File: src/hw/rtl/pmb_pkg.sv
// Package for the ping-pong message buffer: item and result types, codes, defaults.
// No dependencies; imported by pmb_ctrl and ping_pong_message_buffer.
`timescale 1ns / 1ps
`default_nettype none

package pmb_pkg;

    localparam int BANK_DEPTH_DEF  = 1024;
    localparam int MAX_MESSAGE_DEF = 255;
    localparam int CFG_W           = 11;
    localparam logic [CFG_W-1:0] BANK_SIZE_RST = 11'd1024;

    typedef enum logic [1:0] {
        KIND_WR_START = 2'd0,
        KIND_WR_BYTE  = 2'd1,
        KIND_RD_START = 2'd2,
        KIND_RD_BYTE  = 2'd3
    } pmb_kind_t;

    typedef enum logic [2:0] {
        STAT_OK        = 3'd0,
        STAT_NO_SPACE  = 3'd1,
        STAT_EMPTY     = 3'd2,
        STAT_TOO_LARGE = 3'd3,
        STAT_BUSY      = 3'd4,
        STAT_SEQ       = 3'd5
    } pmb_status_t;

    typedef enum logic {
        ST_IDLE = 1'b0,
        ST_EXEC = 1'b1
    } pmb_state_t;

    typedef struct packed {
        pmb_kind_t   kind;
        logic [7:0]  data_in;
        logic [7:0]  length;
    } pmb_item_t;

    typedef struct packed {
        pmb_status_t status;
        logic [7:0]  data_out;
        logic [7:0]  msg_length;
        logic        last_byte;
    } pmb_result_t;

endpackage

`default_nettype wire

File: src/hw/rtl/pmb_ctrl.sv
// Control for the ping-pong message buffer: bank fills, read head, open flags, bank swap,
// item sequencing and the output register. Uses pmb_pkg; drives pmb_bank_ram.
`timescale 1ns / 1ps
`default_nettype none

module pmb_ctrl #(
    parameter int BANK_DEPTH  = pmb_pkg::BANK_DEPTH_DEF,
    parameter int MAX_MESSAGE = pmb_pkg::MAX_MESSAGE_DEF,
    parameter int ADDR_W      = $clog2(2 * BANK_DEPTH)
) (
    input  wire logic                      clk,
    input  wire logic                      rst_n,
    input  wire logic                      cfg_we,
    input  wire logic [pmb_pkg::CFG_W-1:0] cfg_wdata,
    input  wire logic                      in_valid,
    output logic                           in_ready,
    input  wire pmb_pkg::pmb_item_t        in_item,
    output logic                           out_valid,
    input  wire logic                      out_ready,
    output pmb_pkg::pmb_result_t           out_result,
    output logic                           mem_we,
    output logic      [ADDR_W-1:0]         mem_waddr,
    output logic      [7:0]                mem_wdata,
    output logic                           mem_re,
    output logic      [ADDR_W-1:0]         mem_raddr,
    input  wire logic [7:0]                mem_rdata
);

    import pmb_pkg::*;

    localparam int FILL_W = $clog2(BANK_DEPTH + 1);
    localparam int OFF_W  = $clog2(BANK_DEPTH);
    localparam int CW     = ((FILL_W > CFG_W) ? FILL_W : CFG_W) + 1;

    pmb_state_t        state_reg, state_next;
    logic              out_valid_reg, out_valid_next;
    pmb_result_t       out_result_reg, out_result_next;
    pmb_item_t         item_reg;
    logic [CFG_W-1:0]  bank_size_reg;
    logic [FILL_W-1:0] fill_reg [2];
    logic [FILL_W-1:0] fill_next [2];
    logic              rsel_reg, rsel_next;
    logic [FILL_W-1:0] head_reg, head_next;
    logic [7:0]        wrem_reg, wrem_next;
    logic              wopen_reg, wopen_next;
    logic [7:0]        rrem_reg, rrem_next;
    logic              ropen_reg, ropen_next;
    logic              swap_reg, swap_next;

    logic              commit;
    logic              rd_empty;
    logic              rd_go;
    logic              close_w;
    logic              drain_chk;
    logic              wb;
    logic [CW-1:0]     cap;
    logic [CW-1:0]     need;
    logic              rd_swap_addr;
    logic              rd_bank;
    logic [OFF_W-1:0]  rd_off;
    pmb_result_t       res;

    assign in_ready   = (state_reg == ST_IDLE);
    assign out_valid  = out_valid_reg;
    assign out_result = out_result_reg;

    assign wb       = ~rsel_reg;
    assign rd_empty = (head_reg >= fill_reg[rsel_reg]);
    assign cap      = (CW'(bank_size_reg) > CW'(BANK_DEPTH)) ? CW'(BANK_DEPTH)
                                                             : CW'(bank_size_reg);
    assign need     = CW'(fill_reg[wb]) + CW'(1) + CW'(item_reg.length);

    assign mem_waddr = ADDR_W'(fill_reg[wb][OFF_W-1:0])
                     + (wb ? ADDR_W'(BANK_DEPTH) : ADDR_W'(0));
    assign mem_wdata = (item_reg.kind == KIND_WR_START) ? item_reg.length : item_reg.data_in;

    assign rd_swap_addr = (in_item.kind == KIND_RD_START) && rd_empty;
    assign rd_bank      = rd_swap_addr ? ~rsel_reg : rsel_reg;
    assign rd_off       = rd_swap_addr ? '0 : head_reg[OFF_W-1:0];
    assign mem_raddr    = ADDR_W'(rd_off) + (rd_bank ? ADDR_W'(BANK_DEPTH) : ADDR_W'(0));
    assign mem_re       = in_valid && in_ready;

    always_comb
    begin
        state_next      = state_reg;
        out_valid_next  = out_valid_reg;
        out_result_next = out_result_reg;
        fill_next       = fill_reg;
        rsel_next       = rsel_reg;
        head_next       = head_reg;
        wrem_next       = wrem_reg;
        wopen_next      = wopen_reg;
        rrem_next       = rrem_reg;
        ropen_next      = ropen_reg;
        swap_next       = swap_reg;
        commit          = 1'b0;
        mem_we          = 1'b0;
        rd_go           = 1'b0;
        close_w         = 1'b0;
        drain_chk       = 1'b0;
        res             = '{status: STAT_OK, data_out: 8'd0, msg_length: 8'd0,
                            last_byte: 1'b0};

        if (out_valid_reg && out_ready)
        begin
            out_valid_next = 1'b0;
        end

        case (state_reg)
            ST_IDLE:
            begin
                if (in_valid)
                begin
                    state_next = ST_EXEC;
                end
            end
            ST_EXEC:
            begin
                if (!out_valid_reg || out_ready)
                begin
                    commit     = 1'b1;
                    state_next = ST_IDLE;
                end
            end
            default:
            begin
                state_next = ST_IDLE;
            end
        endcase

        if (commit)
        begin
            case (item_reg.kind)
                KIND_WR_START:
                begin
                    if (wopen_reg)
                    begin
                        res.status = STAT_SEQ;
                    end
                    else if (item_reg.length > 8'(MAX_MESSAGE))
                    begin
                        res.status = STAT_TOO_LARGE;
                    end
                    else if (need > cap)
                    begin
                        res.status = STAT_NO_SPACE;
                    end
                    else
                    begin
                        mem_we        = 1'b1;
                        fill_next[wb] = fill_reg[wb] + FILL_W'(1);
                        wrem_next     = item_reg.length;
                        wopen_next    = 1'b1;
                        close_w       = (item_reg.length == 8'd0);
                    end
                end
                KIND_WR_BYTE:
                begin
                    if (!wopen_reg)
                    begin
                        res.status = STAT_SEQ;
                    end
                    else
                    begin
                        mem_we        = 1'b1;
                        fill_next[wb] = fill_reg[wb] + FILL_W'(1);
                        wrem_next     = wrem_reg - 8'd1;
                        close_w       = (wrem_next == 8'd0);
                    end
                end
                KIND_RD_START:
                begin
                    if (ropen_reg)
                    begin
                        res.status = STAT_SEQ;
                    end
                    else if (rd_empty && wopen_reg)
                    begin
                        res.status = STAT_BUSY;
                    end
                    else
                    begin
                        rd_go = 1'b1;
                        if (rd_empty)
                        begin
                            fill_next[rsel_reg] = '0;
                            rsel_next           = ~rsel_reg;
                            head_next           = '0;
                            swap_next           = 1'b0;
                            if (fill_reg[~rsel_reg] == '0)
                            begin
                                res.status = STAT_EMPTY;
                                rd_go      = 1'b0;
                            end
                        end
                        if (rd_go)
                        begin
                            res.msg_length = mem_rdata;
                            if (mem_rdata > item_reg.length)
                            begin
                                res.status = STAT_TOO_LARGE;
                            end
                            else
                            begin
                                head_next  = head_next + FILL_W'(1);
                                rrem_next  = mem_rdata;
                                ropen_next = (mem_rdata != 8'd0);
                                drain_chk  = (mem_rdata == 8'd0);
                            end
                        end
                    end
                end
                KIND_RD_BYTE:
                begin
                    if (!ropen_reg)
                    begin
                        res.status = STAT_SEQ;
                    end
                    else
                    begin
                        res.data_out = mem_rdata;
                        head_next    = head_reg + FILL_W'(1);
                        rrem_next    = rrem_reg - 8'd1;
                        if (rrem_next == 8'd0)
                        begin
                            res.last_byte = 1'b1;
                            ropen_next    = 1'b0;
                            drain_chk     = 1'b1;
                        end
                    end
                end
                default:
                begin
                    res.status = STAT_SEQ;
                end
            endcase

            // close the write; take a deferred swap
            if (close_w)
            begin
                wopen_next = 1'b0;
                if (swap_reg)
                begin
                    rsel_next = ~rsel_next;
                    head_next = '0;
                    swap_next = 1'b0;
                end
            end

            // drain the read bank; swap now or defer behind an open write
            if (drain_chk && (head_next >= fill_next[rsel_next]))
            begin
                fill_next[rsel_next] = '0;
                head_next            = '0;
                if (wopen_next)
                begin
                    swap_next = 1'b1;
                end
                else
                begin
                    rsel_next = ~rsel_next;
                    swap_next = 1'b0;
                end
            end

            out_valid_next  = 1'b1;
            out_result_next = res;
        end
    end

    always_ff @(posedge clk or negedge rst_n)
    begin
        if (!rst_n)
        begin
            state_reg     <= ST_IDLE;
            out_valid_reg <= 1'b0;
            bank_size_reg <= BANK_SIZE_RST;
            fill_reg[0]   <= '0;
            fill_reg[1]   <= '0;
            rsel_reg      <= 1'b0;
            head_reg      <= '0;
            wrem_reg      <= '0;
            wopen_reg     <= 1'b0;
            rrem_reg      <= '0;
            ropen_reg     <= 1'b0;
            swap_reg      <= 1'b0;
        end
        else
        begin
            state_reg     <= state_next;
            out_valid_reg <= out_valid_next;
            if (cfg_we)
            begin
                bank_size_reg <= cfg_wdata;
            end
            fill_reg[0]   <= fill_next[0];
            fill_reg[1]   <= fill_next[1];
            rsel_reg      <= rsel_next;
            head_reg      <= head_next;
            wrem_reg      <= wrem_next;
            wopen_reg     <= wopen_next;
            rrem_reg      <= rrem_next;
            ropen_reg     <= ropen_next;
            swap_reg      <= swap_next;
        end
    end

    always_ff @(posedge clk)
    begin
        out_result_reg <= out_result_next;
        if (mem_re)
        begin
            item_reg <= in_item;
        end
    end

    a_no_rw_overlap: assert property (@(posedge clk) disable iff (!rst_n)
        !(mem_we && mem_re))
        else $error("bank memory read and write in the same cycle");

    a_fill_bound: assert property (@(posedge clk) disable iff (!rst_n)
        (fill_reg[0] <= FILL_W'(BANK_DEPTH)) && (fill_reg[1] <= FILL_W'(BANK_DEPTH)))
        else $error("bank fill beyond bank depth");

    a_head_bound: assert property (@(posedge clk) disable iff (!rst_n)
        head_reg <= fill_reg[rsel_reg])
        else $error("read head past read bank fill");

    a_swap_needs_write: assert property (@(posedge clk) disable iff (!rst_n)
        swap_reg |-> wopen_reg)
        else $error("deferred swap with no open write");

    a_commit_result: assert property (@(posedge clk) disable iff (!rst_n)
        commit |=> out_valid_reg)
        else $error("committed transaction produced no result");

endmodule

`default_nettype wire

File: config.mk
export PLATFORM = sky130hd
export DESIGN_NAME = pmb_ctrl
export DESIGN_NICKNAME = d
export VERILOG_FILES = /design/src/hw/rtl/pmb_pkg.sv /design/src/hw/rtl/pmb_ctrl.sv
export SDC_FILE = /design/constraint.sdc
export NUM_CORES = 1
export LEC_CHECK = 0
export BUFFER_PORTS_ARGS = -buffer_cell sky130_fd_sc_hd__buf_2
export CAP_MARGIN = 20
export CORE_ASPECT_RATIO = 0.75
export CORE_UTILIZATION = 40
export CTS_CLUSTER_SIZE = 24
export DETAILED_ROUTE_END_ITERATION = 12
export HOLD_SLACK_MARGIN = 0.05
export SLEW_MARGIN = 15
export SYNTH_ARGS = -nofsm -noshare
export SYNTH_HDL_FRONTEND = slang
export SYNTH_SLANG_ARGS = --single-unit
File: constraint.sdc
create_clock -name clk -period 10.35 [get_ports clk]
set_input_delay 1.035 -clock clk [delete_from_list [all_inputs] [get_ports clk]]
set_output_delay 1.035 -clock clk [all_outputs]
set_load 0.1 [all_outputs]
# Word level (Yosys, flattened, before mapping)
# Cells that the tools add are included.
[word_totals]
reg_bits = 104
[op_classes]
n_addsub = 9
eq_ne = 13
n_bitwise = 13
n_lt_le_gt_ge = 12
n_mux = 132
n_reduce_logical = 25
[op_table]
columns = ["operator", "count"]
rows = [
  ["$mux 11", 29],
  ["$mux 22", 9],
  ["$mux 8", 10],
  ["$pmux 22 s3", 1],
  ["$mux 1", 59],
  ["$and 22x22->22", 2],
  ["$not 22->22", 2],
  ["$add 11x1->11 const B", 3],
  ["$demux 11 s1", 3],
  ["$logic_not 8->1", 4],
  ["$pmux 8 s2", 2],
  ["$add 10x11->11", 2],
  ["$bwmux 22", 1],
  ["$ge 11x11->1", 2],
  ["$pmux 11 s2", 1],
  ["$mux 3", 6],
  ["$ne 2x2->1 const B", 8],
  ["$sub 8x1->8 const B", 2],
  ["$add 11x1->12 const B", 1],
  ["$add 12x8->12", 1],
  ["$gt 12x11->1", 1],
  ["$pmux 3 s4", 1],
  ["$gt 11x11->1 const B", 1],
  ["$logic_not 11->1", 1],
  ["22 further kinds", 52],
]

# Logic depth before layout (Yosys ltp)
# Gate-level depths: netlist of run 1.
[depth]
depth_word = 23
depth_mapped = 37
depth_no_buf = 29

# Worst setup path after synthesis of run 1
# No wires, ideal clock.
[synth_timing]
kind = "flip-flop to flip-flop"
from = "register rsel_reg"
to = "register fill_reg[14] in the netlist's numbering"
setup_slack_ns = 1.567
arrival_time_ns = 8.682
setup_ns = 0.101
path_stages_with_launch = 33
required_ns = 10.249
synth_period_minus_slack_ns = 8.783
path_buffers = 5
cell_sequence = "dfrtp_1 -> buf_6 -> buf_2 -> buf_1 -> o21ai_0 -> ha_1 -> nor2b_1 -> o21ai_0 -> a21boi_0 -> o21ai_0 -> a21boi_0 -> o21ai_0 -> a21oi_1 -> xnor2_1 -> ha_1 -> or3_1 -> a221oi_2 -> a211oi_2 -> o31ai_4 -> buf_2 -> xnor2_1 -> o22ai_1 -> mux2_1 -> ha_1 -> nand2b_1 -> a21oi_1 -> o21ai_0 -> a31o_2 -> a221oi_1 -> or3_1 -> a21oi_1 -> buf_2 -> o32ai_1"
[synth_via]
elab_chain_cells = 23
elab_cells_between_ends = 91
classes_between = "4 x add/sub; 9 x order compare; 63 x mux; 9 x bitwise; 6 x reduce/logical"
[synth_rtl]
columns = ["item", "line_no", "rtl"]
rows = [
  ["start: declaration", "pmb_ctrl.sv:42", "logic rsel_reg, rsel_next;"],
  ["start signal: assignment", "pmb_ctrl.sv:298", "rsel_reg <= rsel_next;"],
  ["branches (longest 22 deep; another with $add 11x1->12)", "n/a", ""],
  ["$mux 22 *", "pmb_ctrl.sv:251", "if (drain_chk && (head_next >= fill_next[rsel_next]))"],
  ["end: declaration", "pmb_ctrl.sv:40", "logic [FILL_W-1:0] fill_reg [2];"],
]
# Every way passes the cells marked *. The select of a mux whose other input is x is not followed.
# A chain may end at the register's enable or synchronous reset.

# Final worst setup path of run 1
[layout_timing]
from = "register rsel_reg"
to = "register fill_reg[14] in the netlist's numbering"
[layout_via]
elab_chain_cells = 23
elab_cells_between_ends = 91
classes_between = "4 x add/sub; 9 x order compare; 63 x mux; 9 x bitwise; 6 x reduce/logical"
[layout_rtl]
columns = ["item", "line_no"]
rows = [
  ["branches (longest 22 deep; another with $add 11x1->12)", "n/a"],
  ["$mux 22 *", "pmb_ctrl.sv:251"],
]
# Marked as above.

==> impl_metrics.tcl, run 1 <==
set metrics [dict create \
    outcome "finished, violations left" \
    failing_checks "design-rule violations" \
    ys_warn_count 0 \
    final_core_utilization_pct 46.3 \
    floorplan.io_pins 96 \
    cp_data_arrival_time_ns 8.11 \
    cts_tree "built" \
    yosys.cell_types.count 85 \
    yosys.area_share.xor_xnor_pct 2.37 \
    largest_voltage_drop_on_the_vdd_net_uv 270 \
    design_area_mm2 0.00907 \
    detailroute.via_count 7585 \
    post_cts.resized_instances 0 \
    worst_pin_slew_ns 1.02 \
    synth_edf_count 38 \
    hold_class "flop to flop" \
    powerDensity_mw_per_mm2 358 \
    fp.dieH_um 125 \
    nets 1103 \
    gpl.final_weighted_congestion 0.911 \
    vias_per_cell 6.02 \
    layout.cells.most_common_list "sky130_fd_sc_hd__buf_2, sky130_fd_sc_hd__nor2_1, sky130_fd_sc_hd__nand2_1" \
    initial_utilization_pct 41.4 \
    final_critical_delay_including_setup_and_external_delays_ns 7.90 \
    post-dp-hpwl_um 18600 \
    crit_type "flop to flop" \
    ys_ff_latch 104 \
    yosys.area_share.simple_pct 19.6 \
    period_share_pct 76.4 \
    routed_wl_um 25400 \
    worst_setup_hold_path_clk_slew_ns 0.08 \
    net-switching-power_mw 1.88 \
    cp_max_fo 33 \
    post-cts-setup-buffers 0 \
    io_buffers 95 \
    rows 44 \
    clockRootBuffer "sky130_fd_sc_hd__clkbuf_16" \
    endpoint_kind "flop" \
    synth_sequential_area_ratio_pct 34.4 \
    area_of_the_die_mm2 0.0209 \
    timing.hold.worst_path_depth 1 \
    cts.sinks 104 \
    drive_gt1_share_pct 16.3 \
    floorplan.die.width_um 167 \
    layoutNonFillerInstCount 1261 \
    cts.hold.buffers_added 0 \
    post_synth_instance_area_mm2 0.00812 \
    slew-limit-headroom_pct 31.5 \
    power.sequential.fraction_pct 23.5 \
    timing.clock.skew_ns 0.0138 \
    synth-compound-area-share_pct 22.5 \
    largest_family_of_logic_cells_by_synthesized_area "compound AO/OA/AOI/OAI gates" \
    final_max_slew_viol_count 0 \
    via_count_of_the_first_global_routing_pass 6762 \
    combPwrFrac_pct 65.1 \
    critical-path-top-delay-family "compound AO/OA/AOI/OAI gates" \
    ys_dominant_reg_cell "sky130_fd_sc_hd__dfrtp_1" \
    worstSetupStartpointType "flop" \
    count_of_buffer_and_inverter_cells_on_the_critical_path 0 \
    clock_tree.buffer_depth 2 \
    syn-mean-instance-area_um2 8.65 \
    area.growth.synth_to_final_pct 11.6 \
    cts_inserted_buffers 9 \
    grt_pass1_wl_um 39400 \
    first_pass_iters 9 \
    antenna_cells 0 \
    initial_antenna_violation_count 0 \
    synth_fa_ha_area_share_pct 9.03 \
    ant_nets 0 \
    critical_path_cell_count 28 \
    async_set_or_reset_register_ratio_after_synthesis_pct 63.5 \
    worst_skew_pair.late_latency_ns 0.37 \
    largest_register_ff_count 22 \
    drc 2 \
    cell_internal_pwr_mw 1.37 \
    setup_viol 0 \
    placed_cells 1245 \
    synth_mux_area_share_pct 6.55 \
    path_common_cell "sky130_fd_sc_hd__o21ai_0" \
    hold_viol_final 0 \
    r2r_cells 28 \
    htree_num_levels 3 \
    rsz0062_at_grt "false" \
    grt_start_max_net_pins 67 \
    tns_ns 0 \
    syn_nets 1039 \
    maxClockFrequency_ghz 0.127 \
    cpMaxStageDelayCell "sky130_fd_sc_hd__o31ai_4" \
    critPathRequiredTime_ns 10.56 \
    layout_commonest_cell "sky130_fd_sc_hd__buf_2" \
    worst_path_largest_cell_delay_ns 0.80 \
    drv.max_cap_violation_count 0 \
    post_synth_inst_count 939 \
    grt_use_total_pct 24.4 \
    clock_power_share_pct 11.4 \
    netSwitchingFraction_pct 57.9 \
    p_leak_nw 3.94 \
    dr.first_iter.drc_count 829 \
    global_route.overflow_total 0 \
    place_area_mm2 0.00876 \
    routed_wire_length_per_instance_um 20.1 \
    fin_worst_hold_slack_ns 0.501 \
    coreArea_mm2 0.0196 \
]
-- cell families (layout without fill, tap and decap cells) --
family,count (synthesis),in the layout
multiplexers,50,50
AO/OA/AOI/OAI,273,273
AND/OR/NAND/NOR,321,321
XOR/XNOR,22,22
adder cells (fa/ha/maj),58,58
buffers and inverters,111,180
flip-flops,104,104
-- worst reg2reg max path: cells and delay by family, from the launching register on --
family,cells,cell delay (ns)
flip-flops,1,0.75
XOR/XNOR,2,0.26
multiplexers,2,0.57
AO/OA/AOI/OAI,15,3.77
AND/OR/NAND/NOR,5,1.21
adder cells (fa/ha/maj),4,1.19
-- routing by layer --
layer  global-route usage [%]  wire, µm  vias up
li1                         -         -     3615
met2                     34.4     10500      347
met3                     5.67      2230       27
met4                     5.34       268        0
met5                        0         0        -
met1                     37.4     12300     3596
-- synth_stat cells, types with 5 or more instances --
master                      number  share of area [%]
sky130_fd_sc_hd__a31oi_1        19                1.5
sky130_fd_sc_hd__o21a_1          5               0.46
sky130_fd_sc_hd__o31ai_1         9               0.83
sky130_fd_sc_hd__nand2b_1        8               0.62
sky130_fd_sc_hd__o2bb2ai_1       6               0.65
sky130_fd_sc_hd__and3_1         22                1.7
sky130_fd_sc_hd__nor3_1         18                1.1
sky130_fd_sc_hd__a22oi_1         5               0.46
sky130_fd_sc_hd__nor2b_1        18                1.4
sky130_fd_sc_hd__o211ai_1        7               0.65
sky130_fd_sc_hd__and2_1          5               0.39
sky130_fd_sc_hd__dfrtp_1        65                 20
sky130_fd_sc_hd__a211oi_1        8               0.74
sky130_fd_sc_hd__o21ai_0        62                3.8
sky130_fd_sc_hd__nand4_1        13                1.0
sky130_fd_sc_hd__a21o_1          8               0.74
sky130_fd_sc_hd__xnor2_1        18                1.9
sky130_fd_sc_hd__ha_1           57                8.8
sky130_fd_sc_hd__nor2_1         91                4.2
sky130_fd_sc_hd__edfxtp_1       38                 14
sky130_fd_sc_hd__inv_1          56                2.6
sky130_fd_sc_hd__buf_2          12               0.74
sky130_fd_sc_hd__nand3_1        21                1.3
sky130_fd_sc_hd__clkbuf_1       31                1.4
sky130_fd_sc_hd__mux2i_1        25                3.1
sky130_fd_sc_hd__a21oi_1        61                3.8
sky130_fd_sc_hd__nor4_1         11               0.85
sky130_fd_sc_hd__or3_1           9               0.69
sky130_fd_sc_hd__a21boi_0        5               0.46
sky130_fd_sc_hd__o22ai_1        12               0.92
sky130_fd_sc_hd__mux2_2         23                3.2
sky130_fd_sc_hd__nand2_1        80                3.7
sky130_fd_sc_hd__o32ai_1        10                1.1
sky130_fd_sc_hd__a311oi_1        5               0.54
-- stage by stage --
stage,total power [mW],setup slack (ns)
floorplan,2.38,1.57
global placement,2.84,2.91
detailed placement,2.85,2.54
CTS,3.22,2.53
global route,3.44,1.88
finish,3.24,2.45
-- power groups by stage --
| stage | Sequential (mW) | Clock, mW | Combinational, mW |
|---|---|---|---|
| final | 0.761 | 0.371 | 2.11 |
| after global routing | 0.781 | 0.389 | 2.27 |
| after CTS | 0.756 | 0.374 | 2.09 |
| after detailed placement | 0.764 | 0 | 2.08 |
| after global placement | 0.762 | 0 | 2.08 |
| after floorplan | 0.868 | 0 | 1.51 |
-- layout make-up --
cell class | instances | area (µm²)
clock buffers | 10 | 229
clock inverters | 6 | 73.8
fillers | 1948 | 10500
inverters | 60 | 225
multi-input cells | 724 | 4880
flip-flops and latches | 104 | 2800
well taps | 253 | 317
repair buffers | 104 | 543
-- worst paths after layout --
check                         start  slack (ns)            to
min in group asynchronous     rst_n        0.85   head_reg[9]
min                        swap_reg        0.50      swap_reg
max in group asynchronous     rst_n        8.84     state_reg
max reg2reg                rsel_reg        2.45  fill_reg[14]
max                        rsel_reg        2.45  fill_reg[14]
min reg2reg                swap_reg        0.50      swap_reg
Note: power is estimated with default switching activity, not from simulation.
==> run 2, diff against run 1 <==
--- a/config.mk
+++ b/config.mk
@@ -5,6 +5,7 @@
 export SDC_FILE = /design/constraint.sdc
 export NUM_CORES = 1
 export LEC_CHECK = 0
+export ABC_AREA = 1
 export BUFFER_PORTS_ARGS = -buffer_cell sky130_fd_sc_hd__buf_2
 export CAP_MARGIN = 20
 export CORE_ASPECT_RATIO = 0.75
==> constraint.sdc (replaced) <==
create_clock -name clk -period 8.15 [get_ports clk]
set_input_delay 0.815 -clock clk [delete_from_list [all_inputs] [get_ports clk]]
set_output_delay 0.815 -clock clk [all_outputs]
set_load 0.1 [all_outputs]
==> run 2 against run 1 <==
Net effect: the flow now finishes without violations; sequential share of layout area down 0.81 points; clock skew up 0.00079 ns; highest routed layer unchanged; critical path type unchanged; design area up 2.7%; setup slack worse by 0.65 ns; sequential power up 19%; final cell count up 22%; fmax up 24%.
==> impl_metrics.tcl, run 2 <==
set metrics [dict create \
    ys_dominant_reg_cell "sky130_fd_sc_hd__dfrtp_1" \
    place_area_mm2 0.00903 \
    clock_tree.buffer_depth 2 \
    dr.first_iter.drc_count 841 \
    post_cts.resized_instances 0 \
    clockRootBuffer "sky130_fd_sc_hd__clkbuf_16" \
    layout_commonest_cell "sky130_fd_sc_hd__nand2_1" \
    synth_area_leader_cell "sky130_fd_sc_hd__dfrtp_1" \
    area.growth.synth_to_final_pct 10.9 \
    cp_max_fo 37 \
    setup_viol 0 \
    powerDensity_mw_per_mm2 437 \
    timing.clock.skew_ns 0.0145 \
    cts.hold.buffers_added 0 \
    crit_type "flop to flop" \
    initial_utilization_pct 41.2 \
    cts_inserted_buffers 9 \
    routed_wl_um 24600 \
    drc 0 \
    post-cts-setup-buffers 0 \
    synth_sequential_area_ratio_pct 33.3 \
    antenna_cells 0 \
    synth_edf_count 38 \
    cts.sinks 104 \
    endpoint_kind "flop" \
    syn_nets 1278 \
    ant_nets 0 \
    slew-limit-headroom_pct 33.8 \
    post_synth_instance_area_mm2 0.00839 \
    rsz0062_at_grt "false" \
    period_share_pct 77.9 \
    largest_register_ff_count 22 \
    largest_voltage_drop_on_the_vdd_net_uv 210 \
    first_pass_iters 6 \
    fp.dieH_um 127 \
    worst_path_largest_cell_delay_ns 0.62 \
    floorplan.die.width_um 169 \
    tns_ns 0 \
    ys_top_cells_by_count "sky130_fd_sc_hd__nand2_1, sky130_fd_sc_hd__inv_1, sky130_fd_sc_hd__nor2_1" \
    post_synth_top_area_share_pct 19.4 \
    coreArea_mm2 0.0204 \
    area_of_the_die_mm2 0.0216 \
    worstSetupStartpointType "flop" \
    floorplan.io_pins 96 \
    yosys.cell_types.count 59 \
    htree_num_levels 3 \
    fin_worst_hold_slack_ns 0.497 \
    ys_ff_latch 104 \
    routed_wire_length_per_instance_um 16.0 \
    gpl.final_weighted_congestion 0.921 \
    synth_most_common_cell "sky130_fd_sc_hd__nand2_1" \
    worst_skew_pair.late_latency_ns 0.36 \
    post_synth_main_area_contributors "sky130_fd_sc_hd__dfrtp_1, sky130_fd_sc_hd__nand2_1, sky130_fd_sc_hd__edfxtp_1, sky130_fd_sc_hd__ha_1, sky130_fd_sc_hd__inv_1" \
    outcome "completed" \
    p_leak_nw 4.56 \
    post-dp-hpwl_um 18900 \
    worst_pin_slew_ns 0.990 \
    vias_per_cell 5.24 \
    drive_gt1_share_pct 14.0 \
    final_critical_delay_including_setup_and_external_delays_ns 6.35 \
    detailroute.via_count 8046 \
    global_route.overflow_total 0 \
    cts_tree "built" \
    hold_class "flop to flop" \
    initial_antenna_violation_count 0 \
    io_buffers 95 \
    placed_cells 1519 \
    design_area_mm2 0.00931 \
    maxClockFrequency_ghz 0.157 \
    worst_setup_hold_path_clk_slew_ns 0.08 \
    cp_data_arrival_time_ns 6.63 \
    grt_start_max_net_pins 67 \
    power_mw 4.07 \
    grt_pass1_wl_um 39700 \
    cpMaxStageDelayCell "sky130_fd_sc_hd__dfrtp_2" \
    ys_warn_count 0 \
    r2r_cells 36 \
    grt_use_total_pct 23.5 \
    layout.cells.most_common_list "sky130_fd_sc_hd__nand2_1, sky130_fd_sc_hd__inv_1, sky130_fd_sc_hd__nor2_1" \
    async_set_or_reset_register_ratio_after_synthesis_pct 63.5 \
    path_common_cell "sky130_fd_sc_hd__nand2_1" \
    post_synth_inst_count 1178 \
    hold_viol_final 0 \
    nets 1348 \
    via_count_of_the_first_global_routing_pass 7278 \
    syn-mean-instance-area_um2 7.13 \
    critPathRequiredTime_ns 8.43 \
    rows 45 \
    n_fill_cell 2161 \
    timing.hold.worst_path_depth 2 \
    final_max_slew_viol_count 0 \
    drv.max_cap_violation_count 0 \
    layoutNonFillerInstCount 1535 \
]
==> run 2: cell count changes in the layout (fill, tap and decap cells not counted), moves of 17 or more <==
cell / previous run / this run
sky130_fd_sc_hd__a31oi_1: 19 / 2
sky130_fd_sc_hd__nor2b_1: 18 / 0
sky130_fd_sc_hd__and3_1: 22 / 1
sky130_fd_sc_hd__nand2_1: 80 / 336
sky130_fd_sc_hd__mux2_2: 23 / 4
sky130_fd_sc_hd__nor2_1: 91 / 124
sky130_fd_sc_hd__nand3_1: 21 / 68
sky130_fd_sc_hd__mux2i_1: 25 / 0
sky130_fd_sc_hd__inv_1: 56 / 128
==> run 2: where the power goes <==
part           total (mW)  leakage (nW)  internal (mW)  switching, mW
Clock               0.435         0.137          0.214          0.221
Sequential          0.905          1.20          0.727          0.178
Combinational        2.73          3.22          0.689           2.04
Total                4.07          4.56           1.63           2.44
==> run 2: path summary, 6_finish.rpt <==
path	slack, ns	start	endpoint
hold / removal	0.50	out_valid	out_valid
setup reg to reg	1.80	rsel_reg	head_reg[0]
hold reg to reg	0.50	out_valid	out_valid
min in group asynchronous	0.66	rst_n	head_reg[8]
max in group asynchronous	6.81	rst_n	rsel_reg
setup / recovery	1.80	rsel_reg	head_reg[0]
==> run 2: logic make-up (layout without fill, tap and decap cells) <==
family	Yosys count	after routing	share of synthesized area, %
simple gates	619	619	32.5
xor+xnor	29	29	3.03
flops	104	104	33.3
mux	4	4	0.537
buf+inv	177	252	8.91
compound gates	187	187	13.0
fa+ha+maj	58	58	8.73
==> run 2: critical path, delay by kind of cell (launching register included) <==
kind,cells,cell delay [ns]
XOR/XNOR,1,0.16
AND/OR/NAND/NOR,20,2.68
adder cells (fa/ha/maj),3,0.89
buffers and inverters,3,0.51
flip-flops,1,0.62
AO/OA/AOI/OAI,9,1.42
==> run 2: per-layer routing <==
metal / track usage, % / up-vias / wire, µm / share of wire (%)
met4: 4.77 / 0 / 297 / 1.2
met3: 3.38 / 28 / 1670 / 6.8
li1: - / 4017 / - / -
met1: 36.8 / 3699 / 12400 / 50
met5: 0 / - / 0 / 0
met2: 33.7 / 302 / 10200 / 42
==> run 2: area by class of cell <==
type	count	area (µm²)	area share [%]
clock buffer	10	229	2.46
clock inverter	6	52.6	0.564
inverter	135	509	5.47
multi-input combinational	897	4850	52.1
sequential	104	2800	30.0
tap	282	353	3.79
timing repair buffer	101	520	5.59
==> run 2: per-stage QoR <==
step / utilization [%] / setup slack [ns]
after floorplan: - / 2.21
after global placement: 44.3 / 1.98
after detailed placement: 44.3 / 1.88
after CTS: 45.7 / 1.84
after global routing: 45.7 / 1.15
final: 45.7 / 1.80
==> run 3, diff against run 2 <==
--- a/config.mk
+++ b/config.mk
@@ -5,7 +5,7 @@
 export SDC_FILE = /design/constraint.sdc
 export NUM_CORES = 1
 export LEC_CHECK = 0
-export ABC_AREA = 1
+export ABC_AREA = 0
 export BUFFER_PORTS_ARGS = -buffer_cell sky130_fd_sc_hd__buf_2
 export CAP_MARGIN = 20
 export CORE_ASPECT_RATIO = 0.75
==> constraint.sdc (replaced) <==
create_clock -name clk -period 5.25 [get_ports clk]
set_input_delay 0.525 -clock clk [delete_from_list [all_inputs] [get_ports clk]]
set_output_delay 0.525 -clock clk [all_outputs]
set_load 0.1 [all_outputs]
==> run 3 against run 2 <==
Net effect: the flow now finishes with violations (design-rule violations, negative setup slack); clock skew up 0.0043 ns; fmax rose by 2.9%; routed wire length rose by 17%; sequential power is 50% higher; first-iteration DRC count is 1.7% higher; highest routed layer unchanged; combinational power grew 120%; via count is 5.2% higher; critical path depth decreased by 6.
==> impl_metrics.tcl, run 3 (synthesized netlist as in run 1, its figures left out) <==
set metrics [dict create \
    period_share_pct 118 \
    drc 3 \
    coreArea_mm2 0.0196 \
    layout.cells.most_common_list "sky130_fd_sc_hd__buf_4, sky130_fd_sc_hd__buf_2, sky130_fd_sc_hd__nor2_1" \
    nets 1296 \
    rsz0062_at_grt "true" \
    clock_tree.buffer_depth 2 \
    routed_wire_length_per_instance_um 19.8 \
    powerDensity_mw_per_mm2 719 \
    detailroute.via_count 8466 \
    cts.sinks 104 \
    largest_voltage_drop_on_the_vdd_net_uv 443 \
    worst_skew_pair.late_latency_ns 0.37 \
    layout.area.seq_mm2 0.00280 \
    path_common_cell "sky130_fd_sc_hd__buf_6" \
    final_critical_delay_including_setup_and_external_delays_ns 6.17 \
    grt_start_max_net_pins 35 \
    r2r-end "rsel_reg" \
    fp.dieH_um 125 \
    slew-limit-headroom_pct 38.4 \
    worst_path_largest_cell_delay_ns 0.47 \
    gpl.final_weighted_congestion 0.963 \
    crit_type "flop to flop" \
    initial_antenna_violation_count 0 \
    clockRootBuffer "sky130_fd_sc_hd__clkbuf_16" \
    setup_viol 35 \
    hold_class "input pin to asynchronous set/reset pin" \
    area_of_the_die_mm2 0.0209 \
    r2r_setup_slack_ns -0.92 \
    final_critical_path_setup_slack_ns -0.923 \
    placed_cells 1412 \
    initial_utilization_pct 41.4 \
    dr.first_iter.drc_count 855 \
    layout_commonest_cell "sky130_fd_sc_hd__buf_4" \
    r2r-start "rsel_reg" \
    failing_checks "design-rule violations, negative setup slack" \
    hold_viol_final 0 \
    global_route.overflow_total 0 \
    ant_nets 0 \
    cts_inserted_buffers 9 \
    io_buffers 95 \
    floorplan.die.width_um 167 \
    p_leak_nw 5.02 \
    maxClockFrequency_ghz 0.162 \
    drive_gt1_share_pct 37.2 \
    grt_use_total_pct 27.1 \
    outcome "finished, violations left" \
    post_place_worst_slack_ns -1.31 \
    worst_pin_slew_ns 0.921 \
    endpoint_kind "flop" \
    cp_data_arrival_time_ns 6.44 \
    critPathRequiredTime_ns 5.52 \
    n_fill_cell 1738 \
    htree_num_levels 3 \
    drv.max_cap_violation_count 0 \
    largest_register_ff_count 22 \
    post-dp-hpwl_um 21400 \
    worstSetupStartpointType "flop" \
    cpMaxStageDelayCell "sky130_fd_sc_hd__dfrtp_2" \
    layoutNonFillerInstCount 1454 \
    via_count_of_the_first_global_routing_pass 7782 \
    area.growth.synth_to_final_pct 39.4 \
    antenna_cells 0 \
    floorplan.io_pins 96 \
    worst_setup_hold_path_clk_slew_ns 0.08 \
    cts_tree "built" \
    cts.hold.buffers_added 0 \
    vias_per_cell 5.82 \
    cp_max_fo 8 \
    grt_pass1_wl_um 44200 \
    timing.clock.skew_ns 0.0188 \
    first_pass_iters 9 \
    final_max_slew_viol_count 0 \
    routed_wl_um 28900 \
    rows 44 \
    r2r_cells 30 \
    multiInputGateArea_mm2 0.00557 \
]
==> run 3: changes by cell type in the layout (fill, tap and decap cells not counted), sizes merged, moves of 21 or more <==
cell and delta:
nand2 -272, buf +196, inv -79, nand3 -51, nor2 -41, o21ai -26, mux2i +25, and3 +21
mux2 +21
==> run 3: power by group <==
| group | total [mW] | internal [mW] | switching [mW] |
|---|---|---|---|
| clock | 0.702 | 0.360 | 0.342 |
| sequential | 1.36 | 1.12 | 0.244 |
| combinational | 6.07 | 2.34 | 3.73 |
==> run 3: worst max path at each step <==
stage | cells after the start | startpoint | to | slack [ns]
5_1_grt | 30 | rsel_reg | rsel_reg | -1.20
4_1_cts | 28 | rsel_reg | rsel_reg | -0.78
6_report | 30 | rsel_reg | rsel_reg | -0.92
2_1_floorplan | 33 | rsel_reg | fill_reg[14] | -1.28
3_5_place_dp | 30 | rsel_reg | fill_reg[14] | -1.31
3_3_place_gp | 28 | rsel_reg | fill_reg[21] | -1.11
==> run 3: layout make-up <==
cell class	instances	share of cell area (%)
Timing Repair Buffer	297	18.6
Clock inverter	5	0.398
Inverter	60	2.09
Multi-Input combinational cell	724	49.2
Sequential cell	104	24.7
Tap cell	253	2.80
Clock buffer	11	2.24
==> run 3: timing repair <==
item                                    in CTS  in global routing
buffers inserted                            16                 13
pin swaps                                   31                 31
endpoints found under the setup margin      36                 36
resized for setup                           52                 53
==> run 3: routing by layer <==
metal  routed length, µm  track usage [%]  vias up
li1                    -                -     4014
met2               12300             38.5      358
met1               13900             41.7     4064
met4                 402             5.94        0
met5                   0                0        -
met3                2320             5.32       30
==> run 3: critical path, delay by kind of cell, from the launching register on <==
family,cells,cell delay [ns]
flip-flops,1,0.47
AO/OA/AOI/OAI,15,2.76
multiplexers,1,0.23
buffers and inverters,6,0.98
adder cells (fa/ha/maj),3,0.74
AND/OR/NAND/NOR,3,0.54
XOR/XNOR,2,0.35
==> run 3: per-stage QoR <==
stage	TNS (ns)	area [µm²]	util [%]	hold slack [ns]	power [mW]
finish	-28.97	11300	57.8	0.258	8.14
global route	-38.38	11300	57.8	0.314	8.58
CTS	-25.46	11000	56.0	0.279	7.72
detailed placement	-40.01	10300	52.6	0.474	6.72
global placement	-32.04	10300	52.6	0.480	6.68
floorplan	-42.29	8440	-	0.229	4.96
